<file path="src/rtl/core/ptsel_pkg.sv">
package ptsel_pkg;

	localparam int PAN_W      = 15;
	localparam int TILT_W     = 14;
	localparam int DIST_W     = 30;
	localparam int SQ_PAN_W   = 30;
	localparam int SQ_TILT_W  = 28;
	localparam int SCAN_IDX_W = 3;
	localparam int CMD_W      = 2;
	localparam int MODE_W     = 2;
	localparam int PADDR_W    = 3;
	localparam int PDATA_W    = 32;

	typedef enum logic [CMD_W-1:0] {
		CMD_POSE   = 2'd0,
		CMD_TARGET = 2'd1,
		CMD_EMPTY  = 2'd2
	} cmd_t;

	typedef enum logic [MODE_W-1:0] {
		MODE_PATROL = 2'd0,
		MODE_SEEK   = 2'd1,
		MODE_FOLLOW = 2'd2
	} mode_t;

	// register index, taken from paddr[2]
	localparam logic REG_MODE = 1'b0;

	localparam logic [SCAN_IDX_W-1:0] SCAN_START = 3'd2;
	localparam logic [SCAN_IDX_W-1:0] SCAN_LAST  = 3'd4;

	// scan positions, degrees x 64
	function automatic logic signed [PAN_W-1:0] scan_pan(input logic [SCAN_IDX_W-1:0] idx);
		logic signed [PAN_W-1:0] p;
		case (idx)
			3'd1:    p = 15'sd3200;
			3'd2:    p = 15'sd1600;
			3'd3:    p = 15'sd0;
			3'd4:    p = 15'sd3200;
			default: p = 15'sd0;
		endcase
		return p;
	endfunction

	function automatic logic signed [TILT_W-1:0] scan_tilt(input logic [SCAN_IDX_W-1:0] idx);
		logic signed [TILT_W-1:0] t;
		case (idx)
			3'd1:    t = -14'sd1280;
			3'd2:    t = -14'sd2240;
			3'd3:    t = -14'sd3200;
			3'd4:    t = -14'sd3200;
			default: t = -14'sd1280;
		endcase
		return t;
	endfunction

	function automatic logic [SCAN_IDX_W-1:0] scan_next(input logic [SCAN_IDX_W-1:0] idx);
		logic [SCAN_IDX_W-1:0] n;
		if (idx >= SCAN_LAST) begin
			n = '0;
		end else begin
			n = idx + 3'd1;
		end
		return n;
	endfunction

endpackage

</file>
<file path="src/rtl/core/pan_tilt_scan_track_selector.sv">
// Pan/tilt aim selector. Takes one transaction per cycle on the item channel
// (pose update, frame target or empty frame) and gives at most one aim per
// transaction, offered once it has left both stages: stage one squares the pan
// and tilt offsets from the current pose, stage two adds them, compares against
// the running best of the open frame and picks the aim, and the aim waits in an
// output register. Sustained rate is one transaction per cycle; the input side
// only stalls when an aim waits untaken in the output register, the transaction
// in stage two would produce another and stage one is occupied. The user must
// write the mode register (APB address 0) only while the block is idle;
// the block does not enforce this. Mode 3 acts as follow mode.
module pan_tilt_scan_track_selector (
	input  logic                                 clk,
	input  logic                                 arst_n,
	input  logic                                 psel,
	input  logic                                 penable,
	input  logic                                 pwrite,
	input  logic [ptsel_pkg::PADDR_W-1:0]        paddr,
	input  logic [ptsel_pkg::PDATA_W-1:0]        pwdata,
	output logic [ptsel_pkg::PDATA_W-1:0]        prdata,
	output logic                                 pready,
	input  logic                                 item_valid,
	output logic                                 item_ready,
	input  logic [ptsel_pkg::CMD_W-1:0]          command,
	input  logic signed [ptsel_pkg::PAN_W-1:0]   pan,
	input  logic signed [ptsel_pkg::TILT_W-1:0]  tilt,
	input  logic                                 last,
	output logic                                 aim_valid,
	input  logic                                 aim_ready,
	output logic signed [ptsel_pkg::PAN_W-1:0]   aim_pan,
	output logic signed [ptsel_pkg::TILT_W-1:0]  aim_tilt,
	output logic                                 source
);

	logic [ptsel_pkg::MODE_W-1:0]         mode_q;
	logic signed [ptsel_pkg::PAN_W-1:0]   cur_pan_q;
	logic signed [ptsel_pkg::TILT_W-1:0]  cur_tilt_q;
	logic [ptsel_pkg::SCAN_IDX_W-1:0]     scan_idx_q;
	logic signed [ptsel_pkg::PAN_W-1:0]   best_pan_q;
	logic signed [ptsel_pkg::TILT_W-1:0]  best_tilt_q;
	logic [ptsel_pkg::DIST_W-1:0]         best_dist_q;
	logic                                 has_best_q;

	logic                                 v_s1;
	logic [ptsel_pkg::CMD_W-1:0]          cmd_s1;
	logic signed [ptsel_pkg::PAN_W-1:0]   pan_s1;
	logic signed [ptsel_pkg::TILT_W-1:0]  tilt_s1;
	logic                                 last_s1;

	logic                                 v_s2;
	logic [ptsel_pkg::CMD_W-1:0]          cmd_s2;
	logic signed [ptsel_pkg::PAN_W-1:0]   pan_s2;
	logic signed [ptsel_pkg::TILT_W-1:0]  tilt_s2;
	logic                                 last_s2;
	logic [ptsel_pkg::SQ_PAN_W-1:0]       sqp_s2;
	logic [ptsel_pkg::SQ_TILT_W-1:0]      sqt_s2;

	logic                                 aim_valid_q;
	logic signed [ptsel_pkg::PAN_W-1:0]   aim_pan_q;
	logic signed [ptsel_pkg::TILT_W-1:0]  aim_tilt_q;
	logic                                 source_q;

	logic                                 cfg_wr;
	logic                                 out_free;
	logic                                 go_s1;
	logic                                 go_s2;
	logic                                 free_s1;
	logic                                 free_s2;
	logic                                 accept;

	logic signed [ptsel_pkg::PAN_W:0]     dp_s1;
	logic signed [ptsel_pkg::TILT_W:0]    dt_s1;
	logic signed [31:0]                   prodp_s1;
	logic signed [29:0]                   prodt_s1;

	logic [ptsel_pkg::DIST_W:0]           dsum_s2;
	logic [ptsel_pkg::DIST_W-1:0]         dist_s2;
	logic                                 better_s2;
	logic signed [ptsel_pkg::PAN_W-1:0]   sel_pan_s2;
	logic signed [ptsel_pkg::TILT_W-1:0]  sel_tilt_s2;
	logic                                 scan_ok_s2;
	logic                                 emit_s2;
	logic                                 emit_scan_s2;

	// configuration port
	assign pready = 1'b1;
	assign cfg_wr = psel & penable & pwrite & (paddr[2] == ptsel_pkg::REG_MODE);

	always_comb begin
		prdata = '0;
		if (paddr[2] == ptsel_pkg::REG_MODE) begin
			prdata[ptsel_pkg::MODE_W-1:0] = mode_q;
		end
	end

	always_ff @(posedge clk or negedge arst_n) begin
		if (!arst_n) begin
			mode_q <= ptsel_pkg::MODE_SEEK;
		end else if (cfg_wr) begin
			mode_q <= pwdata[ptsel_pkg::MODE_W-1:0];
		end
	end

	// flow control
	assign out_free   = ~aim_valid_q | aim_ready;
	assign go_s2      = v_s2 & (~emit_s2 | out_free);
	assign free_s2    = ~v_s2 | go_s2;
	assign go_s1      = v_s1 & free_s2;
	assign free_s1    = ~v_s1 | go_s1;
	assign item_ready = free_s1;
	assign accept     = item_valid & free_s1;

	// stage 1: offsets from current pose, squared
	assign dp_s1    = {cur_pan_q[ptsel_pkg::PAN_W-1], cur_pan_q}
	                - {pan_s1[ptsel_pkg::PAN_W-1], pan_s1};
	assign dt_s1    = {cur_tilt_q[ptsel_pkg::TILT_W-1], cur_tilt_q}
	                - {tilt_s1[ptsel_pkg::TILT_W-1], tilt_s1};
	assign prodp_s1 = dp_s1 * dp_s1;
	assign prodt_s1 = dt_s1 * dt_s1;

	// stage 2: distance, running best, aim selection
	assign dsum_s2     = {1'b0, sqp_s2} + {3'b000, sqt_s2};
	assign dist_s2     = dsum_s2[ptsel_pkg::DIST_W] ? '1 : dsum_s2[ptsel_pkg::DIST_W-1:0];
	assign better_s2   = ~has_best_q | (dist_s2 < best_dist_q);
	assign sel_pan_s2  = better_s2 ? pan_s2 : best_pan_q;
	assign sel_tilt_s2 = better_s2 ? tilt_s2 : best_tilt_q;
	assign scan_ok_s2  = (mode_q == ptsel_pkg::MODE_PATROL) | (mode_q == ptsel_pkg::MODE_SEEK);

	always_comb begin
		case (cmd_s2)
			ptsel_pkg::CMD_EMPTY: begin
				emit_s2      = scan_ok_s2;
				emit_scan_s2 = scan_ok_s2;
			end
			ptsel_pkg::CMD_TARGET: begin
				emit_s2      = last_s2;
				emit_scan_s2 = last_s2 & (mode_q == ptsel_pkg::MODE_PATROL);
			end
			default: begin
				emit_s2      = 1'b0;
				emit_scan_s2 = 1'b0;
			end
		endcase
	end

	// pipeline payload
	always_ff @(posedge clk) begin
		if (accept) begin
			cmd_s1  <= command;
			pan_s1  <= pan;
			tilt_s1 <= tilt;
			last_s1 <= last;
		end
		if (go_s1) begin
			cmd_s2  <= cmd_s1;
			pan_s2  <= pan_s1;
			tilt_s2 <= tilt_s1;
			last_s2 <= last_s1;
			sqp_s2  <= prodp_s1[ptsel_pkg::SQ_PAN_W-1:0];
			sqt_s2  <= prodt_s1[ptsel_pkg::SQ_TILT_W-1:0];
		end
		if (go_s2 && emit_s2) begin
			aim_pan_q  <= emit_scan_s2 ? ptsel_pkg::scan_pan(scan_idx_q) : sel_pan_s2;
			aim_tilt_q <= emit_scan_s2 ? ptsel_pkg::scan_tilt(scan_idx_q) : sel_tilt_s2;
			source_q   <= ~emit_scan_s2;
		end
	end

	// pipeline control and block state
	always_ff @(posedge clk or negedge arst_n) begin
		if (!arst_n) begin
			v_s1        <= 1'b0;
			v_s2        <= 1'b0;
			aim_valid_q <= 1'b0;
			cur_pan_q   <= '0;
			cur_tilt_q  <= '0;
			scan_idx_q  <= ptsel_pkg::SCAN_START;
			best_pan_q  <= '0;
			best_tilt_q <= '0;
			best_dist_q <= '0;
			has_best_q  <= 1'b0;
		end else begin
			if (free_s1) begin
				v_s1 <= item_valid;
			end
			if (free_s2) begin
				v_s2 <= go_s1;
			end

			if (go_s2 && emit_s2) begin
				aim_valid_q <= 1'b1;
			end else if (aim_ready) begin
				aim_valid_q <= 1'b0;
			end

			if (go_s1 && (cmd_s1 == ptsel_pkg::CMD_POSE)) begin
				cur_pan_q  <= pan_s1;
				cur_tilt_q <= tilt_s1;
			end

			if (go_s2) begin
				if (emit_scan_s2) begin
					scan_idx_q <= ptsel_pkg::scan_next(scan_idx_q);
				end
				case (cmd_s2)
					ptsel_pkg::CMD_EMPTY: begin
						best_pan_q  <= '0;
						best_tilt_q <= '0;
						best_dist_q <= '0;
						has_best_q  <= 1'b0;
					end
					ptsel_pkg::CMD_TARGET: begin
						if (last_s2) begin
							best_pan_q  <= '0;
							best_tilt_q <= '0;
							best_dist_q <= '0;
							has_best_q  <= 1'b0;
						end else if (better_s2) begin
							best_pan_q  <= pan_s2;
							best_tilt_q <= tilt_s2;
							best_dist_q <= dist_s2;
							has_best_q  <= 1'b1;
						end
					end
					default: begin
					end
				endcase
			end
		end
	end

	assign aim_valid = aim_valid_q;
	assign aim_pan   = aim_pan_q;
	assign aim_tilt  = aim_tilt_q;
	assign source    = source_q;

endmodule

</file>
<file path="config.mk">
export PLATFORM = sky130hd
export DESIGN_NAME = pan_tilt_scan_track_selector
export DESIGN_NICKNAME = d
export VERILOG_FILES = /design/src/rtl/core/ptsel_pkg.sv /design/src/rtl/core/pan_tilt_scan_track_selector.sv
export SDC_FILE = /design/constraint.sdc
export NUM_CORES = 1
export LEC_CHECK = 0
export BUFFER_PORTS_ARGS = -buffer_cell sky130_fd_sc_hd__buf_2
export CORE_ASPECT_RATIO = 2
export CORE_MARGIN = 2
export CORE_UTILIZATION = 58
export DETAILED_ROUTE_END_ITERATION = 7
export PLACE_DENSITY = 0.88
export SYNTH_ARGS = -nofsm -noshare
export SYNTH_HDL_FRONTEND = slang
export SYNTH_SLANG_ARGS = --single-unit
</file>
<file path="constraint.sdc">
create_clock -name clk -period 7.5 [get_ports clk]
set_clock_uncertainty 0.05 [all_clocks]
set_input_delay 0.375 -clock clk [delete_from_list [all_inputs] [get_ports clk]]
set_output_delay 0.375 -clock clk [all_outputs]
set_load 0.05 [all_outputs]
</file>
# Yosys cells after proc, flatten, opt, wreduce, memory -nomap -nowiden
# Cells that the tools add are included.
# W data, S select, Z words.
[totals]
register_bits = 249
output_inout_bits = 65
[classes]
n_mux = 23
multipliers = 2
eq_ne = 8
addsub = 4
reduce_logical = 11
bitwise = 20
order_cmp = 2
[op_table]
columns = ["cell", "count"]
rows = [
  ["$mux W30", 3],
  ["$pmux W30 S2", 1],
  ["$pmux W12 S2", 2],
  ["$mux W15", 3],
  ["$mux W14", 3],
  ["$add A30 B28 Y31", 1],
  ["$lt A30 B30 Y1", 1],
  ["$mul A16 B16 Y30", 1],
  ["$pmux W15 S2", 1],
  ["$mul A15 B15 Y28", 1],
  ["$pmux W14 S2", 1],
  ["$sub A15 B15 Y16", 1],
  ["$sub A14 B14 Y15", 1],
  ["$and A1 B1 Y1", 7],
  ["$not A1 Y1", 7],
  ["$eq A3 B2 Y1 const B", 2],
  ["$or A1 B1 Y1", 6],
  ["$pmux W1 S2", 3],
  ["$eq A2 B1 Y1 const B", 2],
  ["$logic_not A2 Y1", 2],
  ["$mux W1", 4],
  ["$reduce_and A2 Y1", 2],
  ["$reduce_bool A2 Y1", 2],
  ["$reduce_or A2 Y1", 2],
  ["other kinds (10)", 11],
]

# Logic depth before layout (Yosys ltp)
[logic_depth]
word_depth = 10
depth_mapped = 34

# Least setup slack after synthesis
# Ideal clock, no wire load.
[synth_timing]
path_kind = "reg-to-reg"
startpoint = "reg cur_pan_q[0] in the netlist's numbering"
endpoint = "reg sqp_s2[29] in the netlist's numbering, data pin"
n_path_buf = 0
t_arrival_ns = 7.763
setup_slack_ns = -0.575
stages_incl_launch_ff = 33
setup_ns = 0.262
cell_sequence = "dfrtp_1 > inv_1 > ha_1 > inv_1 > fa_1 > a211oi_1 > o21bai_1 > a31oi_1 > o2111ai_1 > and2_1 > xnor2_1 > clkinv_1 > nor2_1 > ha_1 > xor2_1 > fa_1 > fa_1 > inv_1 > fa_1 > fa_1 > inv_1 > fa_1 > inv_1 > ha_1 > and3_1 > and3_1 > a22oi_1 > a21oi_1 > o31ai_1 > nand2b_1 > a21bo_2 > a211oi_1 > xnor2_1"
[synth_via]
elab_chain_cells = 2
[synth_rtl]
columns = ["item", "line", "rtl"]
rows = [
  ["start: declaration", "pan_tilt_scan_track_selector.sv:35", "logic signed [ptsel_pkg::PAN_W-1:0] cur_pan_q;"],
  ["start signal: assignment", "pan_tilt_scan_track_selector.sv:196", "cur_pan_q <= pan_s1;"],
  ["$sub A15 B15 Y16", "pan_tilt_scan_track_selector.sv:114", "- {pan_s1[ptsel_pkg::PAN_W-1], pan_s1};"],
  ["$mul A16 B16 Y30", "pan_tilt_scan_track_selector.sv:117", "assign prodp_s1 = dp_s1 * dp_s1;"],
  ["named net prodp_s1[29]", "pan_tilt_scan_track_selector.sv:72", "logic signed [31:0] prodp_s1;"],
  ["end signal: assignment", "pan_tilt_scan_track_selector.sv:158", "sqp_s2 <= prodp_s1[ptsel_pkg::SQ_PAN_W-1:0];"],
  ["end: declaration", "pan_tilt_scan_track_selector.sv:54", "logic [ptsel_pkg::SQ_PAN_W-1:0] sqp_s2;"],
]
# The timed path passes the listed nets, and every way through them passes these cells.
# A chain may end at the register's enable or synchronous reset.

# Worst setup path after layout
[layout_timing]
startpoint = "reg pan_s1[1] in the netlist's numbering"
endpoint = "reg sqp_s2[29] in the netlist's numbering, data pin"
[layout_via]
elab_chain_cells = 2
[layout_rtl]
columns = ["item", "line", "rtl"]
rows = [
  ["start: declaration", "pan_tilt_scan_track_selector.sv:45", "logic signed [ptsel_pkg::PAN_W-1:0] pan_s1;"],
  ["start signal: assignment", "pan_tilt_scan_track_selector.sv:149", "pan_s1 <= pan;"],
  ["$sub A15 B15 Y16", "pan_tilt_scan_track_selector.sv:114", ""],
  ["$mul A16 B16 Y30", "pan_tilt_scan_track_selector.sv:117", ""],
  ["named net prodp_s1[29]", "pan_tilt_scan_track_selector.sv:72", ""],
]
# The timed path passes the listed nets, and every way through them passes these cells.

==> summary.txt <==
Status
  • Status: finished, violations left
  • Failing checks: negative setup slack

Synth
  • Post-synth cell types: 76
  • Post-synth top area share: 29.8%
  • YS warnings: 0
  • Area leader, netlist: fa_1
  • Post-synth EDFFs: 150
  • Syn_area_per_cell: 10.0 um2
  • Synthesis-stage register bit count: 247
  • Most instantiated cells after synthesis: inv_1 (620), fa_1 (413), ha_1 (247)
  • Sequential area share after synthesis: 25.0%
  • Synth top area cells: fa_1 (30%), edfxtp_1 (16%), ha_1 (11%), dfrtp_1 (8.6%), inv_1 (8.4%)
  • Count leader, synth: inv_1
  • Mapped cell area: 27700 um2
  • Async set-reset flop share out of synthesis: 39.3%
  • Post-synth top flop: edfxtp_1
  • Post-synthesis instance total: 2769

Final layout
  • Layout cells sized above 1: 20.3%
  • Final layout net count: 3903
  • Synth-to-Final Area Change: 19.5%

STA
  • TNS Setup: -6.73 ns
  • Hold Fails Final Rpt: 0
  • Fmax: 124 MHz
  • Rel. slew slack: 21.6%
  • Final Cycle Share: 107%
  • Minimum clock period: 8.05 ns
  • Setup violations, final: 19
  • Slew @ Worst Pin: 1.17 ns
  • RSZ-0062 raised after global routing: true
  • Setup WS post-layout: -0.552 ns
  • Max Transition Viols Final: 0

Setup path
  • CP Depth: 31
  • Setup crit end kind: flip-flop
  • Worst Setup EP: sqp_s2[29]
  • Critical R2R Capture: sqp_s2[29]
  • Worst Setup Start Kind: flip-flop
  • R2r worst-path depth: 31
  • Critical path data arrival time: 8.30 ns
  • Reg2reg start: pan_s1[1]
  • Crit-path max FO: 6
  • Critical path class: reg2reg
  • Buf/Inv on CP: 7
  • Crit-path leading delay family: adder cells
  • Reg-to-reg slack, setup: -0.55 ns
  • Crit path top cell by count: fa_1
  • Required time worst endpoint: 7.75 ns
  • Slowest-stage cell, CP: fa_1
  • Worst Setup SP: pan_s1[1]
  • Slowest cell delay on critical path: 0.55 ns

Run
  • Max cap viols: 0

Placement
  • GP Congestion: 0.997
  • DP Wirelength: 56200 um
  • Port bufs: 75
  • Post-Place Setup Slack: -0.530 ns

Drt
  • DRT Pass-1 Iters: 8
  • DR DRC count: 0
  • Vias per Instance: 5.82
  • Number of nets with antenna violations after routing: 0
  • Number of DRC markers in iteration 0: 2063
  • Via count: 22200
  • Final WL: 77100 um
  • Wire per inst: 20.2 um

Global routing
  • First-pass GRT wire length: 120000 um
  • Largest net degree at the start of global routing: 72
  • Vias in the first global route: 24800
  • Initial antenna violation count: 2
  • GRT Util Overall: 31.4%
  • Total gr overflow: 0

Die
  • Starting Density: 58.5%
  • I/O Pins: 139
  • Die X: 159 um
  • Die area: 49700 um2
  • Site row count: 113
  • Die H: 313 um
  • Core Box Area: 47400 um2

Clock tree
  • Clock transition at path regs: 0.07 ns
  • Root buf cell: clkbuf_16
  • Num CTS Buffers: 23
  • CTS tree: yes
  • CTS H-Tree Depth: 1
  • Clk sinks: 247
  • Buffers from clock root to sink, at most: 3
  • Clock latency on the worst-skew pair: 0.56 ns

Hold path
  • Worst hold path type: in2reg
-- metal layers --
layer  GRT usage, %  routed length (um)
met4           26.5                8120
met2           56.5               40800
met5              0                   0
met3           5.12                4820
met1           30.3               23400
-- cell usage in the layout (no fill, tap or decap), types with 9 or more instances in the layout --
| cell | n |
|---|---|
| o21bai_1 | 10 |
| buf_4 | 293 |
| nor3_1 | 29 |
| nor2_2 | 14 |
| ha_2 | 9 |
| inv_1 | 603 |
| conb_1 | 31 |
| dfrtp_1 | 95 |
| edfxtp_1 | 150 |
| o21ai_2 | 10 |
| nor2_4 | 10 |
| nor2_1 | 200 |
| a22o_1 | 59 |
| nand4_1 | 10 |
| a21oi_1 | 52 |
| dlygate4sd3_1 | 34 |
| nor2b_1 | 13 |
| nand3_1 | 17 |
| a21o_1 | 29 |
| o21a_1 | 16 |
| nand2b_1 | 14 |
| fa_2 | 12 |
| clkinv_1 | 10 |
| o21ai_1 | 9 |
| xnor2_1 | 71 |
| mux2i_1 | 22 |
| buf_6 | 24 |
| and2_1 | 14 |
| ha_1 | 224 |
| inv_2 | 21 |
| a21oi_2 | 16 |
| fa_1 | 401 |
| buf_2 | 74 |
| clkbuf_16 | 23 |
| and3_1 | 13 |
| xor2_1 | 30 |
| ha_4 | 14 |
| or3_1 | 9 |
| nand2_1 | 224 |
| o21ai_0 | 72 |
-- repair_timing --
item	4_1_cts	5_1_grt
buffers inserted	40	24
hold endpoints to repair	59	0
resized for setup	116	92
pin swaps	87	68
setup endpoints to repair	24	31
hold buffers	34	0
-- worst reg2reg max path: cells and delay by family, from the launching register on --
family                     cells  cell delay [ns]
AOI/OAI and AO/OA             10             2.31
xor gates and xnor gates       2             0.33
adders and majority gates      8             3.45
buffers and inverters          7             0.61
DFF                            1             0.42
and+or+nand+nor                4             0.62
-- per-stage QoR --
step	std cells	hold WS, ns	area, um2	utilization [%]
finish	3819	0.0199	33100	70.0
global route	3818	0.0229	33100	70.0
CTS	3797	0.0205	32600	68.8
detailed placement	3683	0.261	30800	64.9
global placement	3683	0.259	30800	64.9
floorplan	2798	0.0294	28100	-
-- cell type report --
type                       instances  area, um2
multi-input combinational       1826      19000
fill                            3032      14200
sequential                       247       6930
timing repair buffer             431       3300
inverter                         640       2420
tap                              632        791
clock buffer                      26        607
clock inverter                    16        128
antenna                            1       2.50
-- cells by family (layout without fill, tap and decap cells) --
logic type / count (synthesis) / count (layout) / synth area share (%)
XOR/XNOR: 114 / 114 / 3.63
adder cells (fa/ha/maj): 660 / 660 / 41.0
multiplexers: 26 / 26 / 0.957
AND/OR/NAND/NOR: 631 / 631 / 10.0
flip-flops: 247 / 247 / 25.0
AO/OA/AOI/OAI: 364 / 364 / 8.95
buffers and inverters: 725 / 1113 / 10.4
other: 2 / 32 / 0.0271
-- worst min path at each step --
| stage | start | endpoint | slack (ns) | depth (start not counted) |
|---|---|---|---|---|
| after floorplan | arst_n | aim_valid | 0.03 | 0 |
| after global placement | arst_n | cur_pan_q[2] | 0.26 | 1 |
| after detailed placement | arst_n | best_pan_q[2] | 0.26 | 1 |
| after CTS | pwdata[1] | mode_q[1] | 0.02 | 2 |
| after global routing | pwdata[1] | mode_q[1] | 0.02 | 2 |
| final | pwdata[1] | mode_q[1] | 0.02 | 2 |
-- sequential cells by signal, indices dropped and copies added (netlist names), 2 cells and up --
register and cells:
best_dist_q 30, sqp_s2 29, sqt_s2 27, aim_pan 15
best_pan_q 15, cur_pan_q 15, pan_s1 15, pan_s2 15
aim_tilt 14, best_tilt_q 14, cur_tilt_q 14, tilt_s1 14
tilt_s2 14, scan_idx_q 3, cmd_s1 2, cmd_s2 2
mode_q 2
Power is left out: the tool's default activity adds up to more than one toggle a clock period on the data nets, which glitch-free logic cannot reach.
